## src/design/iso_pkg.sv

```systemverilog
package iso_pkg;

  typedef enum logic [4:0] {
    PH_YEAR       = 5'd0,
    PH_DASH1      = 5'd1,
    PH_MONTH      = 5'd2,
    PH_DASH2      = 5'd3,
    PH_DAY        = 5'd4,
    PH_AFTER_DAY  = 5'd5,
    PH_HOUR       = 5'd6,
    PH_AFTER_HOUR = 5'd7,
    PH_MIN        = 5'd8,
    PH_AFTER_MIN  = 5'd9,
    PH_SEC        = 5'd10,
    PH_AFTER_SEC  = 5'd11,
    PH_FRAC_FIRST = 5'd12,
    PH_FRAC       = 5'd13,
    PH_ZONE_HH    = 5'd14,
    PH_AFTER_ZHH  = 5'd15,
    PH_ZONE_MM    = 5'd16,
    PH_DONE       = 5'd17
  } phase_e;

  typedef struct packed {
    logic        failed;
    logic        may_end;
    logic        len_ok;
    logic [13:0] year;
    logic [6:0]  month;
    logic [6:0]  day;
    logic [6:0]  hour;
    logic [6:0]  minute;
    logic [6:0]  second;
    logic [19:0] frac;
    logic [2:0]  frac_digits;
    logic        zone_neg;
    logic [6:0]  zone_hours;
    logic [6:0]  zone_minutes;
  } fields_t;

  typedef enum logic [6:0] {
    CS_IDLE  = 7'b0000001,
    CS_CHECK = 7'b0000010,
    CS_DAYS  = 7'b0000100,
    CS_SECS  = 7'b0001000,
    CS_ZONE  = 7'b0010000,
    CS_US    = 7'b0100000,
    CS_OUT   = 7'b1000000
  } calc_state_e;

  localparam logic [7:0] CH_0     = 8'h30;
  localparam logic [7:0] CH_9     = 8'h39;
  localparam logic [7:0] CH_DASH  = 8'h2d;
  localparam logic [7:0] CH_PLUS  = 8'h2b;
  localparam logic [7:0] CH_COLON = 8'h3a;
  localparam logic [7:0] CH_DOT   = 8'h2e;
  localparam logic [7:0] CH_T     = 8'h54;
  localparam logic [7:0] CH_UZ    = 8'h5a;
  localparam logic [7:0] CH_LZ    = 8'h7a;

  function automatic logic [4:0] month_days(input logic [3:0] m, input logic leap);
    logic [4:0] r;
    begin
      case (m)
        4'd2:                       r = leap ? 5'd29 : 5'd28;
        4'd4, 4'd6, 4'd9, 4'd11:    r = 5'd30;
        default:                    r = 5'd31;
      endcase
      return r;
    end
  endfunction

  // Days from March 1 to the first of a March-based month.
  function automatic logic [8:0] march_doy(input logic [3:0] mp);
    logic [8:0] r;
    begin
      case (mp)
        4'd0:    r = 9'd0;
        4'd1:    r = 9'd31;
        4'd2:    r = 9'd61;
        4'd3:    r = 9'd92;
        4'd4:    r = 9'd122;
        4'd5:    r = 9'd153;
        4'd6:    r = 9'd184;
        4'd7:    r = 9'd214;
        4'd8:    r = 9'd245;
        4'd9:    r = 9'd275;
        4'd10:   r = 9'd306;
        4'd11:   r = 9'd337;
        default: r = 9'd0;
      endcase
      return r;
    end
  endfunction

endpackage

```

## src/design/iso_scan.sv

```systemverilog
module iso_scan (
  input  logic              clk_i,
  input  logic              rst_ni,
  input  logic              take_i,
  input  logic [7:0]        char_i,
  input  logic              last_i,
  output iso_pkg::fields_t  fields_o
);

  iso_pkg::phase_e phase_q, phase_d;
  logic [2:0]  idx_q, idx_d;
  logic [3:0]  cnt_q, cnt_d;
  logic [13:0] year_q, year_d;
  logic [6:0]  mon_q, mon_d, day_q, day_d, hr_q, hr_d, mi_q, mi_d, se_q, se_d;
  logic [6:0]  zh_q, zh_d, zm_q, zm_d;
  logic [19:0] fr_q, fr_d;
  logic [2:0]  fd_q, fd_d;
  logic        zn_q, zn_d, fail_q, fail_d;
  logic        dig;
  logic [3:0]  dv;
  logic [3:0]  cnt_n;

  assign dig = (char_i >= iso_pkg::CH_0) && (char_i <= iso_pkg::CH_9);
  assign dv  = char_i[3:0];
  assign cnt_n = (cnt_q < 4'd10) ? cnt_q + 4'd1 : cnt_q;

  always_comb begin
    phase_d = phase_q; idx_d = idx_q; cnt_d = cnt_n;
    year_d = year_q; mon_d = mon_q; day_d = day_q; hr_d = hr_q; mi_d = mi_q;
    se_d = se_q; zh_d = zh_q; zm_d = zm_q; fr_d = fr_q; fd_d = fd_q;
    zn_d = zn_q; fail_d = fail_q;
    if (!fail_q) begin
      case (phase_q)
        iso_pkg::PH_YEAR, iso_pkg::PH_MONTH, iso_pkg::PH_DAY, iso_pkg::PH_HOUR,
        iso_pkg::PH_MIN, iso_pkg::PH_SEC, iso_pkg::PH_ZONE_HH,
        iso_pkg::PH_ZONE_MM: begin
          if (!dig) begin
            fail_d = 1'b1;
          end else begin
            idx_d = idx_q + 3'd1;
            case (phase_q)
              iso_pkg::PH_YEAR: begin
                year_d = 14'(year_q * 14'd10) + 14'(dv);
                if (idx_q == 3'd3) begin idx_d = '0; phase_d = iso_pkg::PH_DASH1; end
              end
              iso_pkg::PH_MONTH: begin
                mon_d = 7'(mon_q * 7'd10) + 7'(dv);
                if (idx_q == 3'd1) begin idx_d = '0; phase_d = iso_pkg::PH_DASH2; end
              end
              iso_pkg::PH_DAY: begin
                day_d = 7'(day_q * 7'd10) + 7'(dv);
                if (idx_q == 3'd1) begin idx_d = '0; phase_d = iso_pkg::PH_AFTER_DAY; end
              end
              iso_pkg::PH_HOUR: begin
                hr_d = 7'(hr_q * 7'd10) + 7'(dv);
                if (idx_q == 3'd1) begin idx_d = '0; phase_d = iso_pkg::PH_AFTER_HOUR; end
              end
              iso_pkg::PH_MIN: begin
                mi_d = 7'(mi_q * 7'd10) + 7'(dv);
                if (idx_q == 3'd1) begin idx_d = '0; phase_d = iso_pkg::PH_AFTER_MIN; end
              end
              iso_pkg::PH_SEC: begin
                se_d = 7'(se_q * 7'd10) + 7'(dv);
                if (idx_q == 3'd1) begin idx_d = '0; phase_d = iso_pkg::PH_AFTER_SEC; end
              end
              iso_pkg::PH_ZONE_HH: begin
                zh_d = 7'(zh_q * 7'd10) + 7'(dv);
                if (idx_q == 3'd1) begin idx_d = '0; phase_d = iso_pkg::PH_AFTER_ZHH; end
              end
              default: begin
                zm_d = 7'(zm_q * 7'd10) + 7'(dv);
                if (idx_q == 3'd1) begin idx_d = '0; phase_d = iso_pkg::PH_DONE; end
              end
            endcase
          end
        end
        iso_pkg::PH_DASH1: begin
          if (char_i == iso_pkg::CH_DASH) phase_d = iso_pkg::PH_MONTH; else fail_d = 1'b1;
        end
        iso_pkg::PH_DASH2: begin
          if (char_i == iso_pkg::CH_DASH) phase_d = iso_pkg::PH_DAY; else fail_d = 1'b1;
        end
        iso_pkg::PH_AFTER_ZHH: begin
          if (char_i == iso_pkg::CH_COLON) phase_d = iso_pkg::PH_ZONE_MM;
          else fail_d = 1'b1;
        end
        iso_pkg::PH_FRAC_FIRST: begin
          if (!dig) fail_d = 1'b1;
          else begin
            fr_d = 20'(dv); fd_d = 3'd1; phase_d = iso_pkg::PH_FRAC;
          end
        end
        iso_pkg::PH_AFTER_DAY, iso_pkg::PH_AFTER_HOUR, iso_pkg::PH_AFTER_MIN,
        iso_pkg::PH_AFTER_SEC, iso_pkg::PH_FRAC: begin
          if (phase_q == iso_pkg::PH_AFTER_DAY && char_i == iso_pkg::CH_T) begin
            phase_d = iso_pkg::PH_HOUR;
          end else if (phase_q == iso_pkg::PH_AFTER_HOUR && char_i == iso_pkg::CH_COLON) begin
            phase_d = iso_pkg::PH_MIN;
          end else if (phase_q == iso_pkg::PH_AFTER_MIN && char_i == iso_pkg::CH_COLON) begin
            phase_d = iso_pkg::PH_SEC;
          end else if (phase_q == iso_pkg::PH_AFTER_SEC && char_i == iso_pkg::CH_DOT) begin
            phase_d = iso_pkg::PH_FRAC_FIRST;
          end else if (phase_q == iso_pkg::PH_FRAC && dig) begin
            if (fd_q < 3'd6) begin
              fr_d = 20'(fr_q * 20'd10) + 20'(dv);
              fd_d = fd_q + 3'd1;
            end
          end else if (char_i == iso_pkg::CH_UZ || char_i == iso_pkg::CH_LZ) begin
            phase_d = iso_pkg::PH_DONE;
          end else if (char_i == iso_pkg::CH_PLUS || char_i == iso_pkg::CH_DASH) begin
            zn_d = (char_i == iso_pkg::CH_DASH);
            idx_d = '0;
            phase_d = iso_pkg::PH_ZONE_HH;
          end else begin
            fail_d = 1'b1;
          end
        end
        default: fail_d = 1'b1;
      endcase
    end
  end

  always_comb begin
    fields_o.failed  = fail_d;
    fields_o.may_end = (phase_d == iso_pkg::PH_AFTER_DAY) ||
                       (phase_d == iso_pkg::PH_AFTER_HOUR) ||
                       (phase_d == iso_pkg::PH_AFTER_MIN) ||
                       (phase_d == iso_pkg::PH_AFTER_SEC) ||
                       (phase_d == iso_pkg::PH_FRAC) ||
                       (phase_d == iso_pkg::PH_AFTER_ZHH) ||
                       (phase_d == iso_pkg::PH_DONE);
    fields_o.len_ok       = (cnt_d == 4'd10);
    fields_o.year         = year_d;
    fields_o.month        = mon_d;
    fields_o.day          = day_d;
    fields_o.hour         = hr_d;
    fields_o.minute       = mi_d;
    fields_o.second       = se_d;
    fields_o.frac         = fr_d;
    fields_o.frac_digits  = fd_d;
    fields_o.zone_neg     = zn_d;
    fields_o.zone_hours   = zh_d;
    fields_o.zone_minutes = zm_d;
  end

  always_ff @(posedge clk_i or negedge rst_ni) begin
    if (!rst_ni) begin
      phase_q <= iso_pkg::PH_YEAR; idx_q <= '0; cnt_q <= '0;
      year_q <= '0; mon_q <= '0; day_q <= '0; hr_q <= '0; mi_q <= '0; se_q <= '0;
      zh_q <= '0; zm_q <= '0; fr_q <= '0; fd_q <= '0; zn_q <= 1'b0; fail_q <= 1'b0;
    end else if (take_i) begin
      if (last_i) begin
        phase_q <= iso_pkg::PH_YEAR; idx_q <= '0; cnt_q <= '0;
        year_q <= '0; mon_q <= '0; day_q <= '0; hr_q <= '0; mi_q <= '0; se_q <= '0;
        zh_q <= '0; zm_q <= '0; fr_q <= '0; fd_q <= '0; zn_q <= 1'b0; fail_q <= 1'b0;
      end else begin
        phase_q <= phase_d; idx_q <= idx_d; cnt_q <= cnt_d;
        year_q <= year_d; mon_q <= mon_d; day_q <= day_d; hr_q <= hr_d;
        mi_q <= mi_d; se_q <= se_d; zh_q <= zh_d; zm_q <= zm_d;
        fr_q <= fr_d; fd_q <= fd_d; zn_q <= zn_d; fail_q <= fail_d;
      end
    end
  end

endmodule

```

## src/design/iso_calc.sv

```systemverilog
module iso_calc (
  input  logic              clk_i,
  input  logic              rst_ni,
  input  logic              start_i,
  input  iso_pkg::fields_t  fields_i,
  output logic              busy_o,
  output logic              done_o,
  input  logic              ack_i,
  output logic              ok_o,
  output logic [63:0]       ts_o,
  output logic [17:0]       zone_o
);

  iso_pkg::calc_state_e st_q, st_d;
  iso_pkg::fields_t f_q;
  logic [2:0]  step_q;
  logic        ok_q;
  logic [63:0] acc_q;
  logic [31:0] us_frac_q;
  logic [16:0] mag_q;
  logic [63:0] ts_q;
  logic [21:0] days_q;

  logic [32:0] mul_a;
  logic [31:0] mul_b;
  logic [63:0] mul_p;
  assign mul_p = 64'(mul_a) * 64'(mul_b);

  logic        leap, range_ok, day_ok;
  logic [13:0] ay;
  logic [3:0]  mp;
  logic [8:0]  doy;
  logic [21:0] days;
  logic [26:0] ay_r, yr_r;
  logic [7:0]  ay_c, yr_c;
  logic        yr_hundred;

  // Division by 100 through reciprocal multiplication, exact for 14-bit years.
  assign ay_r = 27'(ay) * 27'd5243;
  assign ay_c = ay_r[26:19];
  assign yr_r = 27'(f_q.year) * 27'd5243;
  assign yr_c = yr_r[26:19];
  assign yr_hundred = (15'(f_q.year) == 15'(yr_c) * 15'd100);

  assign leap = ((f_q.year[1:0] == 2'd0) && !yr_hundred) ||
                (yr_hundred && (yr_c[1:0] == 2'd0));
  assign range_ok = !f_q.failed && f_q.len_ok && f_q.may_end &&
                    f_q.year >= 14'd1970 && f_q.year <= 14'd9999 &&
                    f_q.month >= 7'd1 && f_q.month <= 7'd12 &&
                    f_q.hour <= 7'd23 && f_q.minute <= 7'd59 && f_q.second <= 7'd59 &&
                    f_q.zone_hours <= 7'd23 && f_q.zone_minutes <= 7'd59;
  assign day_ok = f_q.day >= 7'd1 &&
                  f_q.day <= 7'(iso_pkg::month_days(f_q.month[3:0], leap));

  // Day count since 1970 with March-based years; year >= 1970 keeps it positive.
  assign ay  = f_q.year - ((f_q.month <= 7'd2) ? 14'd1 : 14'd0);
  assign mp  = (f_q.month > 7'd2) ? 4'(f_q.month - 7'd3) : 4'(f_q.month + 7'd9);
  assign doy = iso_pkg::march_doy(mp) + 9'(f_q.day) - 9'd1;
  assign days = 22'(32'(ay) * 32'd365 + 32'(ay[13:2]) - 32'(ay_c) +
                    32'(ay_c[7:2]) + 32'(doy) - 32'd719468);

  always_comb begin
    mul_a = '0; mul_b = '0;
    case (st_q)
      iso_pkg::CS_CHECK: begin mul_a = 33'(f_q.zone_hours); mul_b = 32'd3600; end
      iso_pkg::CS_DAYS:  begin mul_a = 33'(days_q); mul_b = 32'd86400; end
      iso_pkg::CS_SECS:  begin mul_a = 33'(f_q.hour); mul_b = 32'd3600; end
      iso_pkg::CS_US:    begin
        if (step_q == 3'd1) begin mul_a = 33'(us_frac_q); mul_b = 32'd10; end
        else if (step_q == 3'd0) begin mul_a = acc_q[32:0]; mul_b = 32'd1000000; end
        else begin mul_a = 33'(acc_q[63:33]); mul_b = 32'd1000000; end
      end
      default: ;
    endcase
  end

  always_comb begin
    st_d = st_q;
    case (st_q)
      iso_pkg::CS_IDLE:  if (start_i) st_d = iso_pkg::CS_CHECK;
      iso_pkg::CS_CHECK: st_d = iso_pkg::CS_DAYS;
      iso_pkg::CS_DAYS:  st_d = iso_pkg::CS_SECS;
      iso_pkg::CS_SECS:  st_d = iso_pkg::CS_ZONE;
      iso_pkg::CS_ZONE:  st_d = iso_pkg::CS_US;
      iso_pkg::CS_US:    if (step_q == 3'd2) st_d = iso_pkg::CS_OUT;
      iso_pkg::CS_OUT:   if (ack_i) st_d = iso_pkg::CS_IDLE;
      default:           st_d = iso_pkg::CS_IDLE;
    endcase
  end

  always_ff @(posedge clk_i or negedge rst_ni) begin
    if (!rst_ni) begin
      st_q <= iso_pkg::CS_IDLE;
    end else begin
      st_q <= st_d;
    end
  end

  always_ff @(posedge clk_i) begin
    case (st_q)
      iso_pkg::CS_IDLE: if (start_i) f_q <= fields_i;
      iso_pkg::CS_CHECK: begin
        ok_q  <= range_ok;
        mag_q <= 17'(mul_p) + 17'(f_q.zone_minutes * 13'd60);
        us_frac_q <= 32'(f_q.frac);
        days_q <= days;
        step_q <= 3'd1;
      end
      iso_pkg::CS_DAYS: begin
        ok_q  <= ok_q && day_ok;
        acc_q <= mul_p;
      end
      iso_pkg::CS_SECS: begin
        acc_q <= acc_q + mul_p + 64'(f_q.minute * 13'd60) + 64'(f_q.second);
      end
      iso_pkg::CS_ZONE: begin
        acc_q <= f_q.zone_neg ? acc_q + 64'(mag_q) : acc_q - 64'(mag_q);
        step_q <= (f_q.frac_digits >= 3'd6) ? 3'd0 : 3'd1;
      end
      iso_pkg::CS_US: begin
        if (step_q == 3'd1) begin
          if (f_q.frac_digits < 3'd6) begin
            us_frac_q <= mul_p[31:0];
            f_q.frac_digits <= f_q.frac_digits + 3'd1;
          end
          step_q <= (f_q.frac_digits >= 3'd5) ? 3'd0 : 3'd1;
        end else if (step_q == 3'd0) begin
          ts_q <= mul_p + 64'(us_frac_q);
          step_q <= 3'd2;
        end else begin
          // upper seconds bits weigh 2^33
          ts_q <= ok_q ? ts_q + {mul_p[30:0], 33'd0} : 64'd0;
        end
      end
      default: ;
    endcase
  end

  assign busy_o = (st_q != iso_pkg::CS_IDLE);
  assign done_o = (st_q == iso_pkg::CS_OUT);
  assign ok_o   = ok_q;
  assign ts_o   = ts_q;
  assign zone_o = !ok_q ? 18'd0 : (f_q.zone_neg ? 18'(-18'(mag_q)) : 18'(mag_q));

endmodule

```

## src/design/iso8601_timestamp_parser_unit.sv

```systemverilog
// Sequence: a non-final character only updates the parse state; after the final
// one the shared multiplier steps through the check, day, second, zone and
// microsecond states, scaling the fraction per missing digit, before output.
// Throughput: one character per cycle while a string streams in; no input
// is taken from the final character until its result transfer completes.
// Reset: rst_ni clears all parse state and the sequencer state register; the output is idle.
module iso8601_timestamp_parser_unit (
  input  logic        clk_i,
  input  logic        rst_ni,
  input  logic        s_axis_tvalid,
  output logic        s_axis_tready,
  input  logic [7:0]  s_axis_tdata,   // text_char
  input  logic        s_axis_tlast,   // last_char
  output logic        m_axis_tvalid,
  input  logic        m_axis_tready,
  output logic [87:0] m_axis_tdata    // ok, utc_usec[64], zone_offset_sec[18], pad
);

  iso_pkg::fields_t fields;
  logic take, busy, done, ok;
  logic [63:0] ts;
  logic [17:0] zone;

  assign s_axis_tready = !busy;
  assign take = s_axis_tvalid && s_axis_tready;

  iso_scan u_scan (
    .clk_i, .rst_ni, .take_i(take), .char_i(s_axis_tdata), .last_i(s_axis_tlast),
    .fields_o(fields)
  );

  iso_calc u_calc (
    .clk_i, .rst_ni, .start_i(take && s_axis_tlast), .fields_i(fields),
    .busy_o(busy), .done_o(done), .ack_i(m_axis_tready),
    .ok_o(ok), .ts_o(ts), .zone_o(zone)
  );

  assign m_axis_tvalid = done;
  assign m_axis_tdata  = {5'd0, zone, ts, ok};

  a_no_take_busy: assert property (@(posedge clk_i) disable iff (!rst_ni)
    m_axis_tvalid |-> !s_axis_tready) else $error("input taken during result");
  a_start_busy: assert property (@(posedge clk_i) disable iff (!rst_ni)
    (take && s_axis_tlast) |=> busy) else $error("sequencer not started");
  a_zero_bad: assert property (@(posedge clk_i) disable iff (!rst_ni)
    (m_axis_tvalid && !m_axis_tdata[0]) |-> (m_axis_tdata[82:1] == '0))
    else $error("nonzero payload on failure");

endmodule
```

## config.mk

```make
export PLATFORM = sky130hd
export DESIGN_NAME = iso8601_timestamp_parser_unit
export DESIGN_NICKNAME = d
export VERILOG_FILES = /design/src/design/iso_pkg.sv /design/src/design/iso_scan.sv /design/src/design/iso_calc.sv /design/src/design/iso8601_timestamp_parser_unit.sv
export SDC_FILE = /design/constraint.sdc
export NUM_CORES = 2
export LEC_CHECK = 0
export BUFFER_PORTS_ARGS = -buffer_cell sky130_fd_sc_hd__buf_2
export CORE_AREA = 2 2 406 408
export CTS_BUF_LIST = sky130_fd_sc_hd__clkbuf_16
export DETAILED_ROUTE_END_ITERATION = 7
export DIE_AREA = 0 0 408 410
export PLACE_DENSITY_LB_ADDON = 0.15
export SYNTH_ARGS = -nofsm -noshare
export SYNTH_HDL_FRONTEND = slang
export SYNTH_SLANG_ARGS = --single-unit
export TNS_END_PERCENT = 100
```

## constraint.sdc

```tcl
create_clock -name clk_i -period 13.7 [get_ports clk_i]
set_input_delay 2.055 -clock clk_i [delete_from_list [all_inputs] [get_ports clk_i]]
set_output_delay 2.055 -clock clk_i [all_outputs]
set_load 0.02 [all_outputs]
```

==> summary.md <==
| Metric | Value |
|---|---|
| Slowest stage cell, crit path | `nor3_2` |
| Synthesized cell area | `0.0649 sq mm` |
| Crit path arrival time | `13340 ps` |
| Clock transition at path regs | `70 ps` |
| Initial Utilization | `0.397` |
| CTS Buffer Depth | `3` |
| Setup crit end kind | `flip-flop` |
| Crit share post-route | `0.948` |
| Iter 0 DRT Violations | `3273` |
| Hold_buf cts | `0` |
| WL/cell | `21.0 microns` |
| Gates resized, CTS repair | `0` |
| CP max stage delay | `800 ps` |
| DRT Pass-1 Iters | `6` |
| Clk root buf | `clkbuf_16` |
| Final hold vios | `0` |
| Critical path required time | `14060 ps` |
| Die area | `0.167 sq mm` |
| # DRC | `0` |
| Worst-Margin Slew | `1330 ps` |
| CTS Buf Count | `50` |
| Mean post-synth cell area | `9.52 sq um` |
| Post-synth EDFFs | `291` |
| Slew HR | `0.0930` |
| Area Growth Syn to Fin | `9.19%` |
| Critical path type | `flip-flop to flip-flop` |
| Worst Skew | `22.3 ps` |
| Post-CTS Setup Bufs | `0` |
| Asr flop ratio synth | `0.269` |
| Maxcap violations | `0` |
| CTS tree | `built` |
| Global placement routability congestion | `0.945` |
| Clock Latency Late Sink | `650 ps` |
| Seq/Total Area, Yosys | `0.176` |
| Initial antenna violation count | `9` |
| RSZ-0062 raised after global routing | `no` |
| Chip width | `408 microns` |
| Setup TNS | `0 ps` |
| Hold Path Class | `flip-flop to flip-flop` |
| Outcome | `finished clean` |
| First-pass GRT wire length | `302000 microns` |
| Syn Inst Count | `6818` |
| Share of cells above drive strength 1 | `0.0645` |
| H-tree depth | `2` |
| Largest net degree at the start of global routing | `76` |
| Clock sink total | `398` |
| Grt total ovfl | `0` |
| Total wire length | `196000 microns` |
| Vias in the first global route | `50.2k` |
| Top Ports | `103` |
| Max FO, Critical Path | `11` |
| Unique masters post-synth | `104` |
| Fin nets | `8910` |
| Max Slew Vio Count | `0` |
| Average vias per placed instance | `5.30` |
| Via count | `49.2k` |
| Remaining antenna violation count after routing | `0` |
| HPWL Detailed | `164000 microns` |
| Fin crit period | `12990 ps` |
| Synth warn | `0` |
| Fmax | `77.0 MHz` |
| Number of port buffers | `96` |
| Most frequent cells in the layout | `1162 x ha_1, 1136 x inv_1, 673 x fa_1` |
| Top FF cell, synth | `edfxtp_1` |
| Setup violators final | `0` |
| Commonest non-fill, non-tap cell in the layout | `ha_1` |
| GRT Util Overall | `0.232` |
| Core ar. | `0.163 sq mm` |
| Yosys reg bits | `398` |
| Row cnt | `149` |
| Crit-path most repeated cell | `fa_1` |
| Startpoint Class | `flip-flop` |
| Die H | `410 microns` |
layout make-up:
cell class,count,area [sq um]
Fill cell,16162,92600
Clock buffer,52,1300
Tap cell,2189,2740
Antenna cell,3,7.51
Inverter,1131,4250
Timing Repair Buffer,266,1780
Clock inverter,39,370
Sequential cell,398,11400
Multi-Input combinational cell,5215,49000
kinds of logic (layout without fill, tap and decap cells):
kind of cell             after synthesis  count (layout)  synth area share
buffers and inverters               1322            1488            0.0772
other                                  2             122          0.000116
flip-flops                           398             398             0.176
multiplexers                          81              81            0.0133
AO/OA/AOI/OAI                       1380            1380             0.139
XOR/XNOR                             461             461            0.0623
AND/OR/NAND/NOR                     1339            1339             0.101
adder cells (fa/ha/maj)             1835            1835             0.431
per-layer routing:
| metal | wire length (microns) | global-route usage |
|---|---|---|
| met1 | 89600 | 0.320 |
| met2 | 91100 | 0.382 |
| met3 | 8670 | 0.0274 |
| met4 | 6160 | 0.0688 |
| met5 | 40 | 0 |
state kept, by name (all words and copies together) (netlist names), 2 cells and up:
signal,flops
u_calc.f_q,90
u_scan.idx_q,3
u_calc.us_frac_q,32
u_scan.zm_q,7
u_scan.zh_q,7
u_scan.fd_q,3
u_calc.acc_q,64
u_scan.day_q,7
u_scan.se_q,7
u_calc.ts_o,64
u_calc.days_q,22
u_scan.fr_q,20
u_calc.mag_q,16
u_scan.hr_q,7
u_scan.mon_q,7
u_calc.step_q,2
u_scan.phase_q,5
u_calc.st_q,7
u_scan.mi_q,7
u_scan.year_q,14
u_scan.cnt_q,4
metrics by stage:
stage	utilization	hold WS [ps]	cell area [sq um]	setup slack, ps	cells
6_report	0.434	486	70900	712	9293
5_1_grt	0.433	526	70900	5.07	9290
4_1_cts	0.433	490	70900	324	9290
3_5_place_dp	0.423	477	69200	337	9199
3_3_place_gp	0.423	466	69200	527	9199
2_1_floorplan	-	450	65400	1080	6935
worst paths after layout:
check | startpoint | cells after the start | endpoint | slack [ps]
setup / recovery | u_calc.st_q[0]$_DFFE_PN1P_ | 43 | u_calc.acc_q[51]$_DFFE_PP_ | 710
hold / removal | u_scan.year_q[13]$_DFFE_PN0P_ | 2 | u_scan.year_q[13]$_DFFE_PN0P_ | 490
setup reg to reg | u_calc.st_q[0]$_DFFE_PN1P_ | 43 | u_calc.acc_q[51]$_DFFE_PP_ | 710
hold reg to reg | u_scan.year_q[13]$_DFFE_PN0P_ | 2 | u_scan.year_q[13]$_DFFE_PN0P_ | 490
max in group asynchronous | rst_ni | 2 | u_scan.year_q[10]$_DFFE_PN0P_ | 10930
min in group asynchronous | rst_ni | 1 | u_scan.idx_q[1]$_DFFE_PN0P_ | 1380
cells in the mapped netlist, types with 11 or more instances:
| cell type | count | area share |
|---|---|---|
| a31oi_1 | 44 | 0.0042 |
| a31o_2 | 11 | 0.0015 |
| a211o_1 | 13 | 0.0018 |
| fa_1 | 673 | 0.21 |
| a22oi_1 | 38 | 0.0044 |
| nor3_1 | 68 | 0.0052 |
| nor2b_1 | 52 | 0.0050 |
| edfxtp_1 | 291 | 0.13 |
| nor4_1 | 15 | 0.0014 |
| o221ai_1 | 22 | 0.0030 |
| nand4_1 | 63 | 0.0061 |
| clkbuf_1 | 156 | 0.0090 |
| buf_2 | 15 | 0.0012 |
| inv_1 | 1130 | 0.065 |
| dfrtp_1 | 106 | 0.041 |
| o21ai_0 | 274 | 0.021 |
| xor2_1 | 161 | 0.022 |
| o21a_1 | 33 | 0.0038 |
| and2_1 | 73 | 0.0070 |
| or2_2 | 16 | 0.0015 |
| ha_1 | 1162 | 0.22 |
| a2111oi_0 | 11 | 0.0015 |
| or3_1 | 18 | 0.0017 |
| and3_1 | 43 | 0.0041 |
| o21bai_1 | 55 | 0.0064 |
| a21o_1 | 203 | 0.023 |
| nor3b_1 | 27 | 0.0031 |
| nand2_1 | 384 | 0.022 |
| nor2_1 | 360 | 0.021 |
| o22ai_1 | 38 | 0.0037 |
| mux2_2 | 43 | 0.0075 |
| a21boi_0 | 17 | 0.0020 |
| nand3b_1 | 12 | 0.0014 |
| nand3_1 | 95 | 0.0073 |
| o31ai_1 | 19 | 0.0022 |
| a22o_1 | 86 | 0.012 |
| mux2i_1 | 38 | 0.0059 |
| nand2b_1 | 66 | 0.0064 |
| o211ai_1 | 18 | 0.0021 |
| o21ai_1 | 11 | 0.00085 |
| xnor2_1 | 299 | 0.040 |
| buf_1 | 11 | 0.00064 |
| a21oi_1 | 364 | 0.028 |
| a211oi_1 | 24 | 0.0028 |
worst max-delay path: cells and delay by family (launching register included):
family / cells / cell delay (ps)
simple gates: 11 / 2910
xor+xnor: 2 / 320
fa+ha+maj: 12 / 5170
compound gates: 10 / 2570
buf+inv: 8 / 1180
flops: 1 / 540
Power is left out: the tool's default activity adds up to more than one toggle a clock period on the data nets, which glitch-free logic cannot reach.
